==> config.mk <==
export PLATFORM = sky130hd
export DESIGN_NAME = sorted_record_table_flat
export DESIGN_NICKNAME = d
export VERILOG_FILES = /design/src/rtl/core/srt_pkg.sv /design/src/rtl/core/srt_if.sv /design/src/rtl/core/srt_ram.sv /design/src/rtl/core/srt_ctrl.sv /design/src/rtl/core/srt_dpath.sv /design/src/rtl/core/sorted_record_table.sv /design/src/flat_wrapper.sv
export SDC_FILE = /design/constraint.sdc
export NUM_CORES = 2
export LEC_CHECK = 0
export BUFFER_PORTS_ARGS = -buffer_cell sky130_fd_sc_hd__buf_2
export CORE_MARGIN = 2
export CORE_UTILIZATION = 55
export CTS_CLUSTER_SIZE = 8
export DETAILED_ROUTE_END_ITERATION = 8
export PLACE_DENSITY = 0.75
export SYNTH_ARGS = -nofsm -noshare
export SYNTH_HDL_FRONTEND = slang
export SYNTH_SLANG_ARGS = --single-unit
==> constraint.sdc <==
create_clock -name clk -period 13.6 [get_ports clk]
set_clock_uncertainty 0.2 [all_clocks]
set_input_delay 2.04 -clock clk [delete_from_list [all_inputs] [get_ports clk]]
set_output_delay 2.04 -clock clk [all_outputs]
set_load 0.02 [all_outputs]
==> src/rtl/core/srt_pkg.sv <==
`timescale 1ns / 1ps
`default_nettype none
// ----------------------------------------------------------------------------
// srt_pkg: shared types and constants of the sorted record table
// Record layout, command and status codes, controller states and the
// command/status structs that join the controller and the datapath.
// ----------------------------------------------------------------------------
package srt_pkg;

	localparam int SRT_CAPACITY = 16;
	localparam int SRT_CNT_W    = $clog2(SRT_CAPACITY + 1);

	localparam int CMD_W   = 3;
	localparam int STAT_W  = 3;
	localparam int PRICE_W = 32;
	localparam int MILE_W  = 24;
	localparam int YEAR_W  = 12;
	localparam int BRAND_W = 32;
	localparam int MODEL_W = 32;

	typedef enum logic [CMD_W-1:0] {
		OP_INSERT = 3'd0,
		OP_RANGE  = 3'd1,
		OP_BRAND  = 3'd2,
		OP_REMOVE = 3'd3,
		OP_LIST   = 3'd4
	} op_t;

	typedef enum logic [STAT_W-1:0] {
		RS_EMIT     = 3'd0,
		RS_INSERTED = 3'd1,
		RS_FULL     = 3'd2,
		RS_NONE     = 3'd3,
		RS_REMOVED  = 3'd4
	} rstat_t;

	typedef enum logic [2:0] {
		S_IDLE,
		S_INS_CMP,
		S_INS_WR,
		S_SCAN,
		S_FINISH
	} state_t;

	typedef struct packed {
		logic [PRICE_W-1:0] price;
		logic [MILE_W-1:0]  mileage;
		logic [YEAR_W-1:0]  year;
		logic [BRAND_W-1:0] brand;
		logic [MODEL_W-1:0] model;
	} record_t;

	localparam int REC_W = $bits(record_t);

	// controller to datapath
	typedef struct packed {
		logic in_ready;
		logic start;
		logic ins_step;
		logic ins_write;
		logic scan_step;
		logic finish;
	} ctl_t;

	// datapath to controller
	typedef struct packed {
		logic in_valid;
		logic in_known;
		logic in_insert;
		logic full;
		logic empty;
		logic ins_shift;
		logic p_one;
		logic scan_last;
		logic scan_stall;
		logic out_free;
	} sts_t;

endpackage
`default_nettype wire

==> src/rtl/core/srt_if.sv <==
`timescale 1ns / 1ps
`default_nettype none
// ----------------------------------------------------------------------------
// srt_if: command and response channels of the sorted record table
// Valid/ready channels; a transaction completes when valid and ready are high.
// ----------------------------------------------------------------------------
interface srt_req_if import srt_pkg::*; ();
	logic               valid;
	logic               ready;
	logic [CMD_W-1:0]   command;
	logic [PRICE_W-1:0] key_cents;
	logic [PRICE_W-1:0] range_low;
	logic [PRICE_W-1:0] range_high;
	logic [MILE_W-1:0]  mileage;
	logic [MILE_W-1:0]  mileage_limit;
	logic [YEAR_W-1:0]  model_year;
	logic [BRAND_W-1:0] brand_code;
	logic [MODEL_W-1:0] model_code;

	modport source (
		output valid, command, key_cents, range_low, range_high, mileage,
		       mileage_limit, model_year, brand_code, model_code,
		input  ready
	);
	modport sink (
		input  valid, command, key_cents, range_low, range_high, mileage,
		       mileage_limit, model_year, brand_code, model_code,
		output ready
	);
endinterface

interface srt_rsp_if import srt_pkg::*; #(
	parameter int CNT_W = SRT_CNT_W
) ();
	logic               valid;
	logic               ready;
	logic [STAT_W-1:0]  status;
	logic [PRICE_W-1:0] price_out;
	logic [MILE_W-1:0]  mileage_out;
	logic [YEAR_W-1:0]  year_out;
	logic [BRAND_W-1:0] brand_out;
	logic [MODEL_W-1:0] model_out;
	logic [CNT_W-1:0]   entries_now;
	logic               last;

	modport source (
		output valid, status, price_out, mileage_out, year_out, brand_out,
		       model_out, entries_now, last,
		input  ready
	);
	modport sink (
		input  valid, status, price_out, mileage_out, year_out, brand_out,
		       model_out, entries_now, last,
		output ready
	);
endinterface
`default_nettype wire

==> src/rtl/core/srt_ram.sv <==
`timescale 1ns / 1ps
`default_nettype none
// ----------------------------------------------------------------------------
// srt_ram: generic simple dual-port ram
// One write port and one read port, read data registered.
// ----------------------------------------------------------------------------
module srt_ram #(
	parameter int WIDTH = 8,
	parameter int DEPTH = 16,
	localparam int ADDR_W = (DEPTH > 1) ? $clog2(DEPTH) : 1
) (
	input  wire logic              clk,
	input  wire logic              wr_en,
	input  wire logic [ADDR_W-1:0] wr_addr,
	input  wire logic [WIDTH-1:0]  wr_data,
	input  wire logic              rd_en,
	input  wire logic [ADDR_W-1:0] rd_addr,
	output logic      [WIDTH-1:0]  rd_data
);

	logic [WIDTH-1:0] mem [DEPTH];

	always_ff @(posedge clk) begin
		if (wr_en) begin
			mem[wr_addr] <= wr_data;
		end
		if (rd_en) begin
			rd_data <= mem[rd_addr];
		end
	end

endmodule
`default_nettype wire

==> src/rtl/core/srt_ctrl.sv <==
`timescale 1ns / 1ps
`default_nettype none
// ----------------------------------------------------------------------------
// srt_ctrl: command sequencer of the sorted record table
// Walks insert shifts and table scans one entry per cycle, a scan holding
// while scan_stall is set, and issues the final response of each command.
// ----------------------------------------------------------------------------
module srt_ctrl import srt_pkg::*; (
	input  wire logic clk,
	input  wire logic arst_n,
	input  wire sts_t sts,
	output ctl_t      ctl
);

	state_t state_q, state_d;

	always_ff @(posedge clk or negedge arst_n) begin
		if (!arst_n) begin
			state_q <= S_IDLE;
		end else begin
			state_q <= state_d;
		end
	end

	always_comb begin
		state_d      = state_q;
		ctl          = '0;
		ctl.in_ready = (state_q == S_IDLE);
		unique case (state_q)
			S_IDLE: begin
				// unknown commands are taken and dropped
				if (sts.in_valid && sts.in_known) begin
					ctl.start = 1'b1;
					if (sts.in_insert) begin
						if (sts.full) begin
							state_d = S_FINISH;
						end else if (sts.empty) begin
							state_d = S_INS_WR;
						end else begin
							state_d = S_INS_CMP;
						end
					end else if (sts.empty) begin
						state_d = S_FINISH;
					end else begin
						state_d = S_SCAN;
					end
				end
			end
			S_INS_CMP: begin
				if (sts.ins_shift) begin
					ctl.ins_step = 1'b1;
					if (sts.p_one) begin
						state_d = S_INS_WR;
					end
				end else begin
					ctl.ins_write = 1'b1;
					state_d       = S_FINISH;
				end
			end
			S_INS_WR: begin
				ctl.ins_write = 1'b1;
				state_d       = S_FINISH;
			end
			S_SCAN: begin
				if (!sts.scan_stall) begin
					ctl.scan_step = 1'b1;
					if (sts.scan_last) begin
						state_d = S_FINISH;
					end
				end
			end
			S_FINISH: begin
				if (sts.out_free) begin
					ctl.finish = 1'b1;
					state_d    = S_IDLE;
				end
			end
			default: begin
				state_d = S_IDLE;
			end
		endcase
	end

endmodule
`default_nettype wire

==> src/rtl/core/srt_dpath.sv <==
`timescale 1ns / 1ps
`default_nettype none
// ----------------------------------------------------------------------------
// srt_dpath: datapath of the sorted record table
// Record ram, insert position and scan counters, match logic, one pending
// hit for the last flag and the response register.
// ----------------------------------------------------------------------------
module srt_dpath import srt_pkg::*; #(
	parameter int CAPACITY = SRT_CAPACITY
) (
	input  wire logic  clk,
	input  wire logic  arst_n,
	input  wire ctl_t  ctl,
	output sts_t       sts,
	srt_req_if.sink    req,
	srt_rsp_if.source  rsp
);

	localparam int CNT_W = $clog2(CAPACITY + 1);
	localparam int IDX_W = (CAPACITY > 1) ? $clog2(CAPACITY) : 1;

	// command registers
	op_t                op_q;
	record_t            new_rec_q;
	logic [PRICE_W-1:0] lo_q, hi_q;
	logic [MILE_W-1:0]  lim_q;
	logic               full_q;

	logic [CNT_W-1:0] count_q;
	logic [CNT_W-1:0] p_q, i_q, w_q;
	logic [CNT_W-1:0] cnt_m1, p_m2, i_p1;

	record_t pend_q;
	logic    pend_valid_q;

	// response register
	logic             out_valid_q;
	rstat_t           out_stat_q;
	record_t          out_rec_q;
	logic [CNT_W-1:0] out_cnt_q;
	logic             out_last_q;

	logic             out_ld;
	rstat_t           nx_stat;
	record_t          nx_rec;
	logic [CNT_W-1:0] nx_cnt;
	logic             nx_last;

	logic             ram_we, ram_re;
	logic [IDX_W-1:0] ram_wa, ram_ra;
	logic [REC_W-1:0] ram_wd, rd_data;
	record_t          rd_rec;

	logic is_query, hit, keep, out_free;

	srt_ram #(
		.WIDTH (REC_W),
		.DEPTH (CAPACITY)
	) u_ram (
		.clk     (clk),
		.wr_en   (ram_we),
		.wr_addr (ram_wa),
		.wr_data (ram_wd),
		.rd_en   (ram_re),
		.rd_addr (ram_ra),
		.rd_data (rd_data)
	);

	assign rd_rec   = record_t'(rd_data);
	assign cnt_m1   = count_q - 1'b1;
	assign p_m2     = p_q - CNT_W'(2);
	assign i_p1     = i_q + 1'b1;
	assign is_query = (op_q == OP_RANGE) || (op_q == OP_BRAND) || (op_q == OP_LIST);
	assign keep     = (rd_rec.mileage <= lim_q);
	assign out_free = !out_valid_q || rsp.ready;

	always_comb begin
		unique case (op_q)
			OP_RANGE: hit = (rd_rec.price >= lo_q) && (rd_rec.price <= hi_q);
			OP_BRAND: hit = (rd_rec.brand == new_rec_q.brand);
			default:  hit = 1'b1;
		endcase
	end

	always_comb begin
		sts            = '0;
		sts.in_valid   = req.valid;
		sts.in_known   = (req.command <= CMD_W'(OP_LIST));
		sts.in_insert  = (req.command == CMD_W'(OP_INSERT));
		sts.full       = (count_q == CNT_W'(CAPACITY));
		sts.empty      = (count_q == '0);
		sts.ins_shift  = (rd_rec.price > new_rec_q.price);
		sts.p_one      = (p_q == CNT_W'(1));
		sts.scan_last  = (i_p1 == count_q);
		sts.scan_stall = is_query && hit && pend_valid_q && !out_free;
		sts.out_free   = out_free;
	end

	// ram port selection
	always_comb begin
		ram_we = 1'b0;
		ram_wa = '0;
		ram_wd = rd_data;
		ram_re = 1'b0;
		ram_ra = '0;
		if (ctl.start) begin
			ram_re = 1'b1;
			ram_ra = (req.command == CMD_W'(OP_INSERT)) ? cnt_m1[IDX_W-1:0] : '0;
		end
		if (ctl.ins_step) begin
			// move the entry below the gap up by one
			ram_we = 1'b1;
			ram_wa = p_q[IDX_W-1:0];
			ram_re = 1'b1;
			ram_ra = p_m2[IDX_W-1:0];
		end
		if (ctl.ins_write) begin
			ram_we = 1'b1;
			ram_wa = p_q[IDX_W-1:0];
			ram_wd = new_rec_q;
		end
		if (ctl.scan_step) begin
			ram_re = 1'b1;
			ram_ra = i_p1[IDX_W-1:0];
			if (op_q == OP_REMOVE && keep) begin
				ram_we = 1'b1;
				ram_wa = w_q[IDX_W-1:0];
			end
		end
	end

	// response selection
	always_comb begin
		out_ld  = 1'b0;
		nx_stat = RS_EMIT;
		nx_rec  = '0;
		nx_cnt  = count_q;
		nx_last = 1'b0;
		if (ctl.scan_step && is_query && hit && pend_valid_q) begin
			// a newer hit proves the pending one is not the last
			out_ld = 1'b1;
			nx_rec = pend_q;
		end
		if (ctl.finish) begin
			out_ld  = 1'b1;
			nx_last = 1'b1;
			unique case (op_q)
				OP_INSERT: nx_stat = full_q ? RS_FULL : RS_INSERTED;
				OP_REMOVE: begin
					nx_stat = RS_REMOVED;
					nx_cnt  = w_q;
				end
				default: begin
					if (pend_valid_q) begin
						nx_stat = RS_EMIT;
						nx_rec  = pend_q;
					end else begin
						nx_stat = RS_NONE;
					end
				end
			endcase
		end
	end

	always_ff @(posedge clk or negedge arst_n) begin
		if (!arst_n) begin
			count_q      <= '0;
			out_valid_q  <= 1'b0;
			pend_valid_q <= 1'b0;
		end else begin
			if (ctl.ins_write) begin
				count_q <= count_q + 1'b1;
			end else if (ctl.finish && op_q == OP_REMOVE) begin
				count_q <= w_q;
			end
			if (out_ld) begin
				out_valid_q <= 1'b1;
			end else if (rsp.ready) begin
				out_valid_q <= 1'b0;
			end
			if (ctl.start) begin
				pend_valid_q <= 1'b0;
			end else if (ctl.scan_step && is_query && hit) begin
				pend_valid_q <= 1'b1;
			end
		end
	end

	always_ff @(posedge clk) begin
		if (ctl.start) begin
			op_q      <= op_t'(req.command);
			new_rec_q <= {req.key_cents, req.mileage, req.model_year, req.brand_code,
			              req.model_code};
			lo_q      <= req.range_low;
			hi_q      <= req.range_high;
			lim_q     <= req.mileage_limit;
			full_q    <= (count_q == CNT_W'(CAPACITY));
			p_q       <= count_q;
			i_q       <= '0;
			w_q       <= '0;
		end
		if (ctl.ins_step) begin
			p_q <= p_q - 1'b1;
		end
		if (ctl.scan_step) begin
			i_q <= i_p1;
			if (op_q == OP_REMOVE && keep) begin
				w_q <= w_q + 1'b1;
			end
			if (is_query && hit) begin
				pend_q <= rd_rec;
			end
		end
		if (out_ld) begin
			out_stat_q <= nx_stat;
			out_rec_q  <= nx_rec;
			out_cnt_q  <= nx_cnt;
			out_last_q <= nx_last;
		end
	end

	assign req.ready       = ctl.in_ready;
	assign rsp.valid       = out_valid_q;
	assign rsp.status      = out_stat_q;
	assign rsp.price_out   = out_rec_q.price;
	assign rsp.mileage_out = out_rec_q.mileage;
	assign rsp.year_out    = out_rec_q.year;
	assign rsp.brand_out   = out_rec_q.brand;
	assign rsp.model_out   = out_rec_q.model;
	assign rsp.entries_now = out_cnt_q;
	assign rsp.last        = out_last_q;

	a_count_range: assert property (@(posedge clk) disable iff (!arst_n)
		count_q <= CNT_W'(CAPACITY))
		else $error("record count above capacity");

	a_shift_pos: assert property (@(posedge clk) disable iff (!arst_n)
		ctl.ins_step |-> p_q != '0)
		else $error("insert shift below the first entry");

	a_compact: assert property (@(posedge clk) disable iff (!arst_n)
		ctl.scan_step && op_q == OP_REMOVE |-> w_q <= i_q)
		else $error("remove write pointer ahead of read pointer");

	a_finish_out: assert property (@(posedge clk) disable iff (!arst_n)
		ctl.finish |=> out_valid_q)
		else $error("final response not presented");

endmodule
`default_nettype wire

==> src/rtl/core/sorted_record_table.sv <==
`timescale 1ns / 1ps
`default_nettype none
// ----------------------------------------------------------------------------
// sorted_record_table: price-ordered record table with query commands
// Holds up to CAPACITY records in ascending price order; takes insert, price
// range query, brand query, remove above mileage and list all commands.
// ----------------------------------------------------------------------------
// usage:
//   req carries one command per transaction, taken only while the block is
//   idle; codes 5 to 7 are taken and dropped with no response.
//   rsp returns the responses of a command in order, last marks the final
//   one; queries return one transaction per matching record, or a single
//   nothing-matched transaction.
//   insert: ram walk from the top, moving each record priced above the
//   new one up by one before the new record is written; a full table
//   goes straight to the final response. queries and remove: one stored
//   record per cycle while the scan is not stalled, through one ram read
//   port; the next command is taken the cycle after the final response
//   is loaded into the response register. a stalled rsp holds the scan
//   once a second hit waits behind the pending one; the response register
//   lets the final response wait while the block goes back to idle.
//   reset empties the table at once (count cleared, no clearing pass).
// ----------------------------------------------------------------------------
module sorted_record_table import srt_pkg::*; #(
	parameter int CAPACITY = SRT_CAPACITY
) (
	input  wire logic clk,
	input  wire logic arst_n,
	srt_req_if.sink   req,
	srt_rsp_if.source rsp
);

	ctl_t ctl;
	sts_t sts;

	srt_ctrl u_ctrl (
		.clk    (clk),
		.arst_n (arst_n),
		.sts    (sts),
		.ctl    (ctl)
	);

	srt_dpath #(
		.CAPACITY (CAPACITY)
	) u_dpath (
		.clk    (clk),
		.arst_n (arst_n),
		.ctl    (ctl),
		.sts    (sts),
		.req    (req),
		.rsp    (rsp)
	);

endmodule
`default_nettype wire
==> src/flat_wrapper.sv <==
// flat-port wrapper written by rule: the top's interface ports become plain ports
module sorted_record_table_flat import srt_pkg::*;
#(
	parameter int CAPACITY = SRT_CAPACITY
)
  (clk, arst_n, req_valid, req_command, req_key_cents, req_range_low, req_range_high, req_mileage, req_mileage_limit, req_model_year, req_brand_code, req_model_code, req_ready, rsp_valid, rsp_status, rsp_price_out, rsp_mileage_out, rsp_year_out, rsp_brand_out, rsp_model_out, rsp_entries_now, rsp_last, rsp_ready);
  srt_req_if req_i ();
  srt_rsp_if rsp_i ();
  input  wire logic clk;
  input  wire logic arst_n;
  input wire logic [$bits(req_i.valid)-1:0] req_valid;
  input wire logic [$bits(req_i.command)-1:0] req_command;
  input wire logic [$bits(req_i.key_cents)-1:0] req_key_cents;
  input wire logic [$bits(req_i.range_low)-1:0] req_range_low;
  input wire logic [$bits(req_i.range_high)-1:0] req_range_high;
  input wire logic [$bits(req_i.mileage)-1:0] req_mileage;
  input wire logic [$bits(req_i.mileage_limit)-1:0] req_mileage_limit;
  input wire logic [$bits(req_i.model_year)-1:0] req_model_year;
  input wire logic [$bits(req_i.brand_code)-1:0] req_brand_code;
  input wire logic [$bits(req_i.model_code)-1:0] req_model_code;
  output wire logic [$bits(req_i.ready)-1:0] req_ready;
  output wire logic [$bits(rsp_i.valid)-1:0] rsp_valid;
  output wire logic [$bits(rsp_i.status)-1:0] rsp_status;
  output wire logic [$bits(rsp_i.price_out)-1:0] rsp_price_out;
  output wire logic [$bits(rsp_i.mileage_out)-1:0] rsp_mileage_out;
  output wire logic [$bits(rsp_i.year_out)-1:0] rsp_year_out;
  output wire logic [$bits(rsp_i.brand_out)-1:0] rsp_brand_out;
  output wire logic [$bits(rsp_i.model_out)-1:0] rsp_model_out;
  output wire logic [$bits(rsp_i.entries_now)-1:0] rsp_entries_now;
  output wire logic [$bits(rsp_i.last)-1:0] rsp_last;
  input wire logic [$bits(rsp_i.ready)-1:0] rsp_ready;
  assign req_i.valid = req_valid;
  assign req_i.command = req_command;
  assign req_i.key_cents = req_key_cents;
  assign req_i.range_low = req_range_low;
  assign req_i.range_high = req_range_high;
  assign req_i.mileage = req_mileage;
  assign req_i.mileage_limit = req_mileage_limit;
  assign req_i.model_year = req_model_year;
  assign req_i.brand_code = req_brand_code;
  assign req_i.model_code = req_model_code;
  assign req_ready = req_i.ready;
  assign rsp_valid = rsp_i.valid;
  assign rsp_status = rsp_i.status;
  assign rsp_price_out = rsp_i.price_out;
  assign rsp_mileage_out = rsp_i.mileage_out;
  assign rsp_year_out = rsp_i.year_out;
  assign rsp_brand_out = rsp_i.brand_out;
  assign rsp_model_out = rsp_i.model_out;
  assign rsp_entries_now = rsp_i.entries_now;
  assign rsp_last = rsp_i.last;
  assign rsp_i.ready = rsp_ready;
  sorted_record_table #(.CAPACITY(CAPACITY)) u_core (.clk(clk), .arst_n(arst_n), .req(req_i), .rsp(rsp_i));
endmodule
=== Word level (Yosys, flattened, before mapping) ===
Memory sizes are Yosys's and may differ from the RTL's. A register that Yosys moved wholly into a read port is not among the register bits.
Index checks and enable logic that the tools add are counted.

* Add/subtract/negate cells: 6
* Equality and inequality tests: 17
* Reductions and logical operators: 27
* Order comparisons: 5
* Mux-type cells: 65

{| class="wikitable"
|+ Operators by type and width
! operator !! count
|-
| two-way mux 132 bit || 5
|-
| two-way mux 5 bit || 11
|-
| equality test 32 bit || 1
|-
| greater-or-equal comparator 32 bit || 1
|-
| > comparator 32 bit || 1
|-
| less-or-equal comparator 32 bit || 1
|-
| two-way mux 4 bit || 8
|-
| two-way mux 3 bit || 9
|-
| two-way mux 1 bit || 25
|-
| less-or-equal comparator 24 bit || 1
|-
| adder 5 x 1 -> 5 bit, second input constant || 3
|-
| one-hot mux 3 bit (5 select lines) || 1
|-
| equality test 3 x 2 -> 1 bit, second input constant || 4
|-
| logical AND 1 bit || 10
|-
| nonzero test 2 bit || 5
|-
| logical NOT 3 bit || 3
|-
| equality test 3 x 1 -> 1 bit, second input constant || 2
|-
| equality test 3 bit, second input constant || 2
|-
| two-way mux 2 bit || 3
|-
| one-hot mux 3 bit (2 select lines) || 1
|-
| equality test 5 x 1 -> 1 bit, second input constant || 1
|-
| equality test 5 bit || 1
|-
| equality test 5 bit, second input constant || 1
|-
| logical NOT 5 bit || 1
|-
| other kinds (13) || 19
|}

* Flip-flop bits (word level): 522
* Memory bits (writable): 2112
* Input port bits: 227
* Output and inout bits: 143
* Memories kept: 1

{| class="wikitable"
|+ Memories
! name !! words !! width !! read ports !! clocked after memory_dff !! wr ports !! line !! text
|-
| u_core.u_dpath.u_ram.mem || 16 || 132 || 1 || 1 || 1 || srt_ram.sv:21 || <nowiki>logic [WIDTH-1:0] mem [DEPTH];</nowiki>
|}

=== Logic depth before layout (Yosys ltp) ===
* Word-level depth: 15
* Gate-level depth with buffers: 17
* Gate-level depth less buffers: 13

=== Cells and area by module ===
From an unflattened synthesis, not the netlist that was laid out.

* Cells, all modules: 4954
* Area, all modules: 106163.1 µm²

{| class="wikitable"
|+ By module, submodules not included
! module !! sequential area each (µm²) !! times used !! cells each !! area an instance (µm²)
|-
| srt_ram || 67384.6 || 1 || 3454 || 83367.5
|-
| srt_dpath || 15499.9 || 1 || 1469 || 22514.1
|-
| srt_ctrl || 75.1 || 1 || 31 || 281.5
|}

=== Least setup slack after synthesis ===
Ideal clock, no wire load.

* Path kind: input to register
* From: input rsp_ready
* To: memory u_core.u_dpath.u_ram.mem[4][0] in the netlist's numbering (enable)
* Path slack: 0.167 ns
* Buffers on the path: 1
* Arrival time: 12.447 ns
* Library setup time: 0.786 ns
* Stages on the path: 9
* Path through: nor2b_1 -> nand2_1 -> o21bai_1 -> or2_1 -> buf_2 -> a2111oi_4 -> mux2_2 -> a2bb2oi_1 -> nor3_1

* Cells in the longest elaborated chain, start to end: 8
* Elaborated cells between the ends (all ways): 9
* Those cells by class: 6 x mux; 3 x reduce/logical

{| class="wikitable"
|+ RTL lines
! element !! line !! text
|-
| start: declaration || flat_wrapper.sv:31 || <nowiki>input wire logic [$bits(rsp_i.ready)-1:0] rsp_ready;</nowiki>
|-
| logical OR 1 bit (*) || srt_dpath.sv:75 || <nowiki>assign out_free = !out_valid_q || rsp.ready;</nowiki>
|-
| logical NOT 1 bit (*) || srt_dpath.sv:95 || <nowiki>sts.scan_stall = is_query && hit && pend_valid_q && !out_free;</nowiki>
|-
| logical AND 1 bit (*) || srt_dpath.sv:95 ||
|-
| two-way mux 1 bit (*) || srt_ctrl.sv:65 || <nowiki>if (!sts.scan_stall) begin</nowiki>
|-
| two-way mux 1 bit (*) || srt_ctrl.sv:29 || <nowiki>unique case (state_q)</nowiki>
|-
| two-way mux 1 bit || srt_dpath.sv:122 || <nowiki>if (ctl.scan_step) begin</nowiki>
|-
| two-way mux 1 bit || srt_ram.sv:24 || <nowiki>if (wr_en) begin</nowiki>
|-
| two-way mux 1 bit (not written as such) || srt_ram.sv:25 || <nowiki>mem[wr_addr] <= wr_data;</nowiki>
|-
| end: declaration || srt_ram.sv:21 ||
|}

Mark *: on every way between the ends. The rest lies on a longest branch, timed or not.

=== Worst setup path after layout ===
* From: register u_core.u_dpath.u_ram.rd_data[62], read port of u_core.u_dpath.u_ram.mem
* To: register u_core.u_dpath.u_ram.rd_data[43], read port of u_core.u_dpath.u_ram.mem (data pin)

* Cells in the longest elaborated chain, start to end: 8
* Elaborated cells between the ends (all ways): 9
* Those cells by class: 1 x eq/ne; 5 x mux; 3 x reduce/logical

{| class="wikitable"
|+ RTL lines
! element !! line !! text
|-
| start: declaration || srt_ram.sv:18 || <nowiki>output logic [WIDTH-1:0] rd_data</nowiki>
|-
| equality test 32 bit (*) || srt_dpath.sv:80 || <nowiki>OP_BRAND: hit = (rd_rec.brand == new_rec_q.brand);</nowiki>
|-
| one-hot mux 1 bit (2 select lines) (*) || srt_dpath.sv:78 || <nowiki>unique case (op_q)</nowiki>
|-
| logical AND 1 bit (*) (3 in a row) || srt_dpath.sv:95 ||
|-
| two-way mux 1 bit (*) || srt_ctrl.sv:65 ||
|-
| two-way mux 1 bit (*) || srt_ctrl.sv:29 ||
|-
| two-way mux 4 bit or two-way mux 1 bit (tied branches) || srt_dpath.sv:122 ||
|}

Marked as above.
A chain may end at the register's enable or synchronous reset.

==> key figures <==
Timing
  • Setup ws final: 6086 ps
  • RSZ-0062 raised after global routing: false
  • Worst-margin pin slew: approximately 1400 ps
  • Setup TNS: 0 ps
  • Final period util: 0.5525
  • Fmax: about 130 MHz
  • Final setup fails: 0
  • Slew Viols, Final: 0
  • Tmin final: 7514 ps
  • Final Hold Viols: 0
  • Relative slew slack: 0.05898

Worst setup path
  • Data required, critical path: 14100 ps
  • CP peak stage delay: 920 ps
  • Crit. End Element: flip-flop
  • Worst-path cell chain: xor2_1 -> nor4_1 -> nand4_1 -> nor4_2 -> a22oi_1 -> o211ai_4 -> buf_4 -> and2_4 -> buf_4 -> buf_4 -> mux4_2 -> a211oi_1 -> nor2_1
  • Buffers & Inverters on Critical Path: 3
  • CP max-delay cell: nor4_2
  • CP top delay family: simple AND/OR/NAND/NOR gates
  • WP data arrival: ~8000 ps
  • Crit. path cell count: 13
  • R2R cell count: 13
  • CP startpoint kind: flip-flop
  • Setup CP Type: reg2reg
  • CP dominant cell by count: buf_4
  • CP max FO: 62

Synthesis
  • Synthesized cell area: 108800 µm²
  • Yosys reg bits: between 2000 and 3000
  • Post-synthesis sequential area ratio: 0.7626
  • Synth warnings: 0
  • Ys flop type: edfxtp_1
  • Synthesized area per cell: 14.47 µm²
  • Syn nets: slightly below 8000
  • Syn Inst Count: about 7500
  • Post-synth EDFFs: 2751
  • Main area contributors after synthesis: edfxtp_1 76%, nand2_1 6.6%, nand3_1 3.2%
  • Leading area contributor after synthesis: edfxtp_1
  • Distinct cells, synth: 75
  • FFs w/ async S/R, synth: 0.003615
  • Share of the synthesized area in the top cell type: 0.7593

Route
  • Highest metal used: met5
  • DRC errors left: 0
  • Initial drt markers: 9909
  • Metal2 WL: between 100 and 150 mm
  • Vias per inst: ~6.3
  • Final antenna-violating net count: 0
  • WL per Instance: 27.17 µm
  • Metal-1 WL: 107.9 mm
  • Drt total wl: 289.4 mm
  • Wire length on met3: 31.17 mm
  • DR pass1 iterations: 6
  • Routed vias: 67420

Global routing
  • First-pass GRT wire length: 426.9 mm
  • Largest net degree at the start of global routing: 193
  • Initial antenna violation count: 25
  • Vias in the first global route: 66470
  • Grt ovf: 0
  • GRT Resource Usage Total: 0.2824

Layout
  • Synth-to-Final Area Change: 13.64%
  • Fill cell count: 13550
  • Nets: 8323
  • Share of cells above drive strength 1: 0.1347
  • Post-layout util: 0.6275

Placement
  • Port Buf Inserts: 369
  • DP HPWL: 149.2 mm
  • Routability cong.: 0.8398
  • Pre-CTS setup slack: 6320 ps

Clocking
  • Longest Clk Path Bufs: 4
  • Gates resized, CTS repair: 0
  • CTS tree: yes
  • Clk Latency, worst-skew pair: about 990 ps
  • Clock buffer count from CTS: a little under 400
  • CTS H-Tree Depth: 5
  • Worst-path clk slew: approximately 50 ps
  • Clk sinks: 2766
  • Setup Fix Bufs, Post-CTS: 0
  • Hold_buf cts: 0
  • Root Buffer: clkbuf_16

Pwr
  • Lkg Pwr: 43.64 nW
  • Power density over cell area: approximately 220 nW/µm²
  • Maximum VDD drop: roughly 0.17 mV

Flow run
  • MaxCap Viol Count: 0

Floorplanning
  • Row cnt: roughly 160
  • Die Height: ~450 µm
  • I/O pin total: 370
  • DIE WIDTH: 448.8 µm
  • Initial core utilization: 0.5522
  • Die area: 201400 µm²
  • Core area: 197000 µm²

Run status
  • Status: completed

Worst hold path
  • Hold crit path type: reg2reg
  • Min-Delay Path Depth: 0
## worst register-to-register path: stages, from the launching register on
cell and delay [ps]:
edfxtp_1 430, xor2_1 170, nor4_1 610, nand4_1 370, nor4_2 920, a22oi_1 500
o211ai_4 230, buf_4 590, and2_4 670, buf_4 700, buf_4 890, mux4_2 630
a211oi_1 280, nor2_1 100
## worst paths after layout
path	startpoint	endpoint	slack (ps)
worst max-delay path	u_core.u_dpath.u_ram.rd_data[62]	u_core.u_dpath.u_ram.rd_data[43]	6090
worst min-delay path	u_core.u_dpath.u_ram.rd_data[22]	u_core.u_dpath.pend_q[22]	200
worst max register to register	u_core.u_dpath.u_ram.rd_data[62]	u_core.u_dpath.u_ram.rd_data[43]	6090
worst min register to register	u_core.u_dpath.u_ram.rd_data[22]	u_core.u_dpath.pend_q[22]	200
max in group asynchronous	arst_n	u_core.u_ctrl.state_q[2]	12240
min in group asynchronous	arst_n	u_core.u_dpath.rsp.valid	750
## per-stage QoR
| stage | instances | power, mW | hold slack, ps | cell area [µm²] |
|---|---|---|---|---|
| 3_5_place_dp | 10210 | 18.33 | 230.9 | 113400 |
| 6_report | 10650 | 26.76 | 204.5 | 123600 |
| 3_3_place_gp | 10210 | 18.09 | 229.2 | 113400 |
| 4_1_cts | 10630 | 26.72 | 204.5 | 123600 |
| 5_1_grt | 10640 | 27.68 | 222.8 | 123600 |
| 2_1_floorplan | 7518 | 16.16 | 220.4 | 108800 |
## cells in the final DEF, fill, tap and decap left out, drive strengths merged, types with 14 or more instances in the layout
cell type,netlist,final
a211oi,141,141
a21o,22,22
a21oi,48,48
a31oi,130,130
a32oi,126,126
and2,143,143
and3,126,126
buf,187,489
clkbuf,251,408
diode,0,17
edfxtp,2751,2751
ha,129,129
inv,133,139
mux2,109,109
mux2i,99,99
mux4,16,16
nand2,1916,1916
nand3,686,686
nand4,25,25
nor2,63,63
nor3,14,14
o211ai,21,21
o21ai,58,58
o221ai,125,125
o22ai,45,45
xnor2,21,21
xor2,32,32
## sequential cells by signal, summed over array words and instances (netlist names), 3 cells and up
register / cells
u_core.u_dpath.i_q: 5
u_core.u_dpath.lo_q: 32
u_core.u_dpath.rsp.price_out: 32
u_core.u_dpath.u_ram.mem: 2112
u_core.u_dpath.rsp.mileage_out: 24
u_core.u_ctrl.state_q: 3
u_core.u_dpath.w_q: 5
u_core.u_dpath.lim_q: 24
u_core.u_dpath.rsp.brand_out: 32
u_core.u_dpath.count_q: 5
u_core.u_dpath.new_rec_q: 132
u_core.u_dpath.rsp.status: 3
u_core.u_dpath.op_q: 3
u_core.u_dpath.rsp.entries_now: 5
u_core.u_dpath.pend_q: 132
u_core.u_dpath.p_q: 5
u_core.u_dpath.rsp.model_out: 32
u_core.u_dpath.rsp.year_out: 12
u_core.u_dpath.hi_q: 32
u_core.u_dpath.u_ram.rd_data: 132
## cell type report
cell class                      instances  area, µm²  share of cell area
Clock inverter                         16      242.7            0.001963
Sequential cell                      2766      82960              0.6710
Tap cell                             2640       3303             0.02672
Timing Repair Buffer                  489       2948             0.02384
Antenna cell                           17      42.54           0.0003441
Inverter                              133      506.7            0.004099
Clock buffer                          408       9976             0.08069
Multi-Input combinational cell       4181      23650              0.1913
## synth_stat cells (4+ instances only)
cell      instances
a21oi_1          47
nand4_1          24
o21ai_1           4
xnor2_1          21
nand2b_1          7
o31ai_1           4
buf_2           136
dfxtp_1           5
a31oi_1         129
nor2b_1           8
nor4_1            9
buf_1            33
and4_1            8
mux2_2          109
mux4_2           16
clkbuf_2          8
xor2_1           32
ha_1            129
buf_6             6
buf_4            12
o221ai_1        125
o21a_1            9
nand2_1        1915
inv_1           133
edfxtp_1       2751
a21o_1           22
nor3_1           13
nor2_1           62
o22ai_1          44
mux2i_1          99
o211ai_1         20
dfrtp_1          10
a32oi_1         126
o21ai_0          52
and2_1          143
nand3_1         685
a211oi_1        141
clkbuf_1        243
and3_1          126
## cell families (layout without fill, tap and decap cells)
kind of cell,Yosys count,after routing,synth area share
adder cells (fa/ha/maj),129,129,0.01484
AND/OR/NAND/NOR,3020,3020,0.1208
buffers and inverters,571,1046,0.02219
flip-flops,2766,2766,0.7626
other,0,17,0
AO/OA/AOI/OAI,755,755,0.05162
multiplexers,224,224,0.02370
XOR/XNOR,53,53,0.004267
## where the power goes
part | leakage, nW | total [mW] | switching (mW) | internal, mW
sequential | 25.1 | 12.2 | 0.480 | 11.8
combinational | 13.5 | 6.13 | 4.47 | 1.65
clock | 5.02 | 8.40 | 3.29 | 5.11
total | 43.6 | 26.8 | 8.25 | 18.5
## layer usage
metal  track usage  up-vias
met3       0.05343      688
li1              -    28800
met2        0.4394     4605
met5             0        -
met1        0.3831    33310
met4        0.1453        6
(Power assumes the default switching activity.)
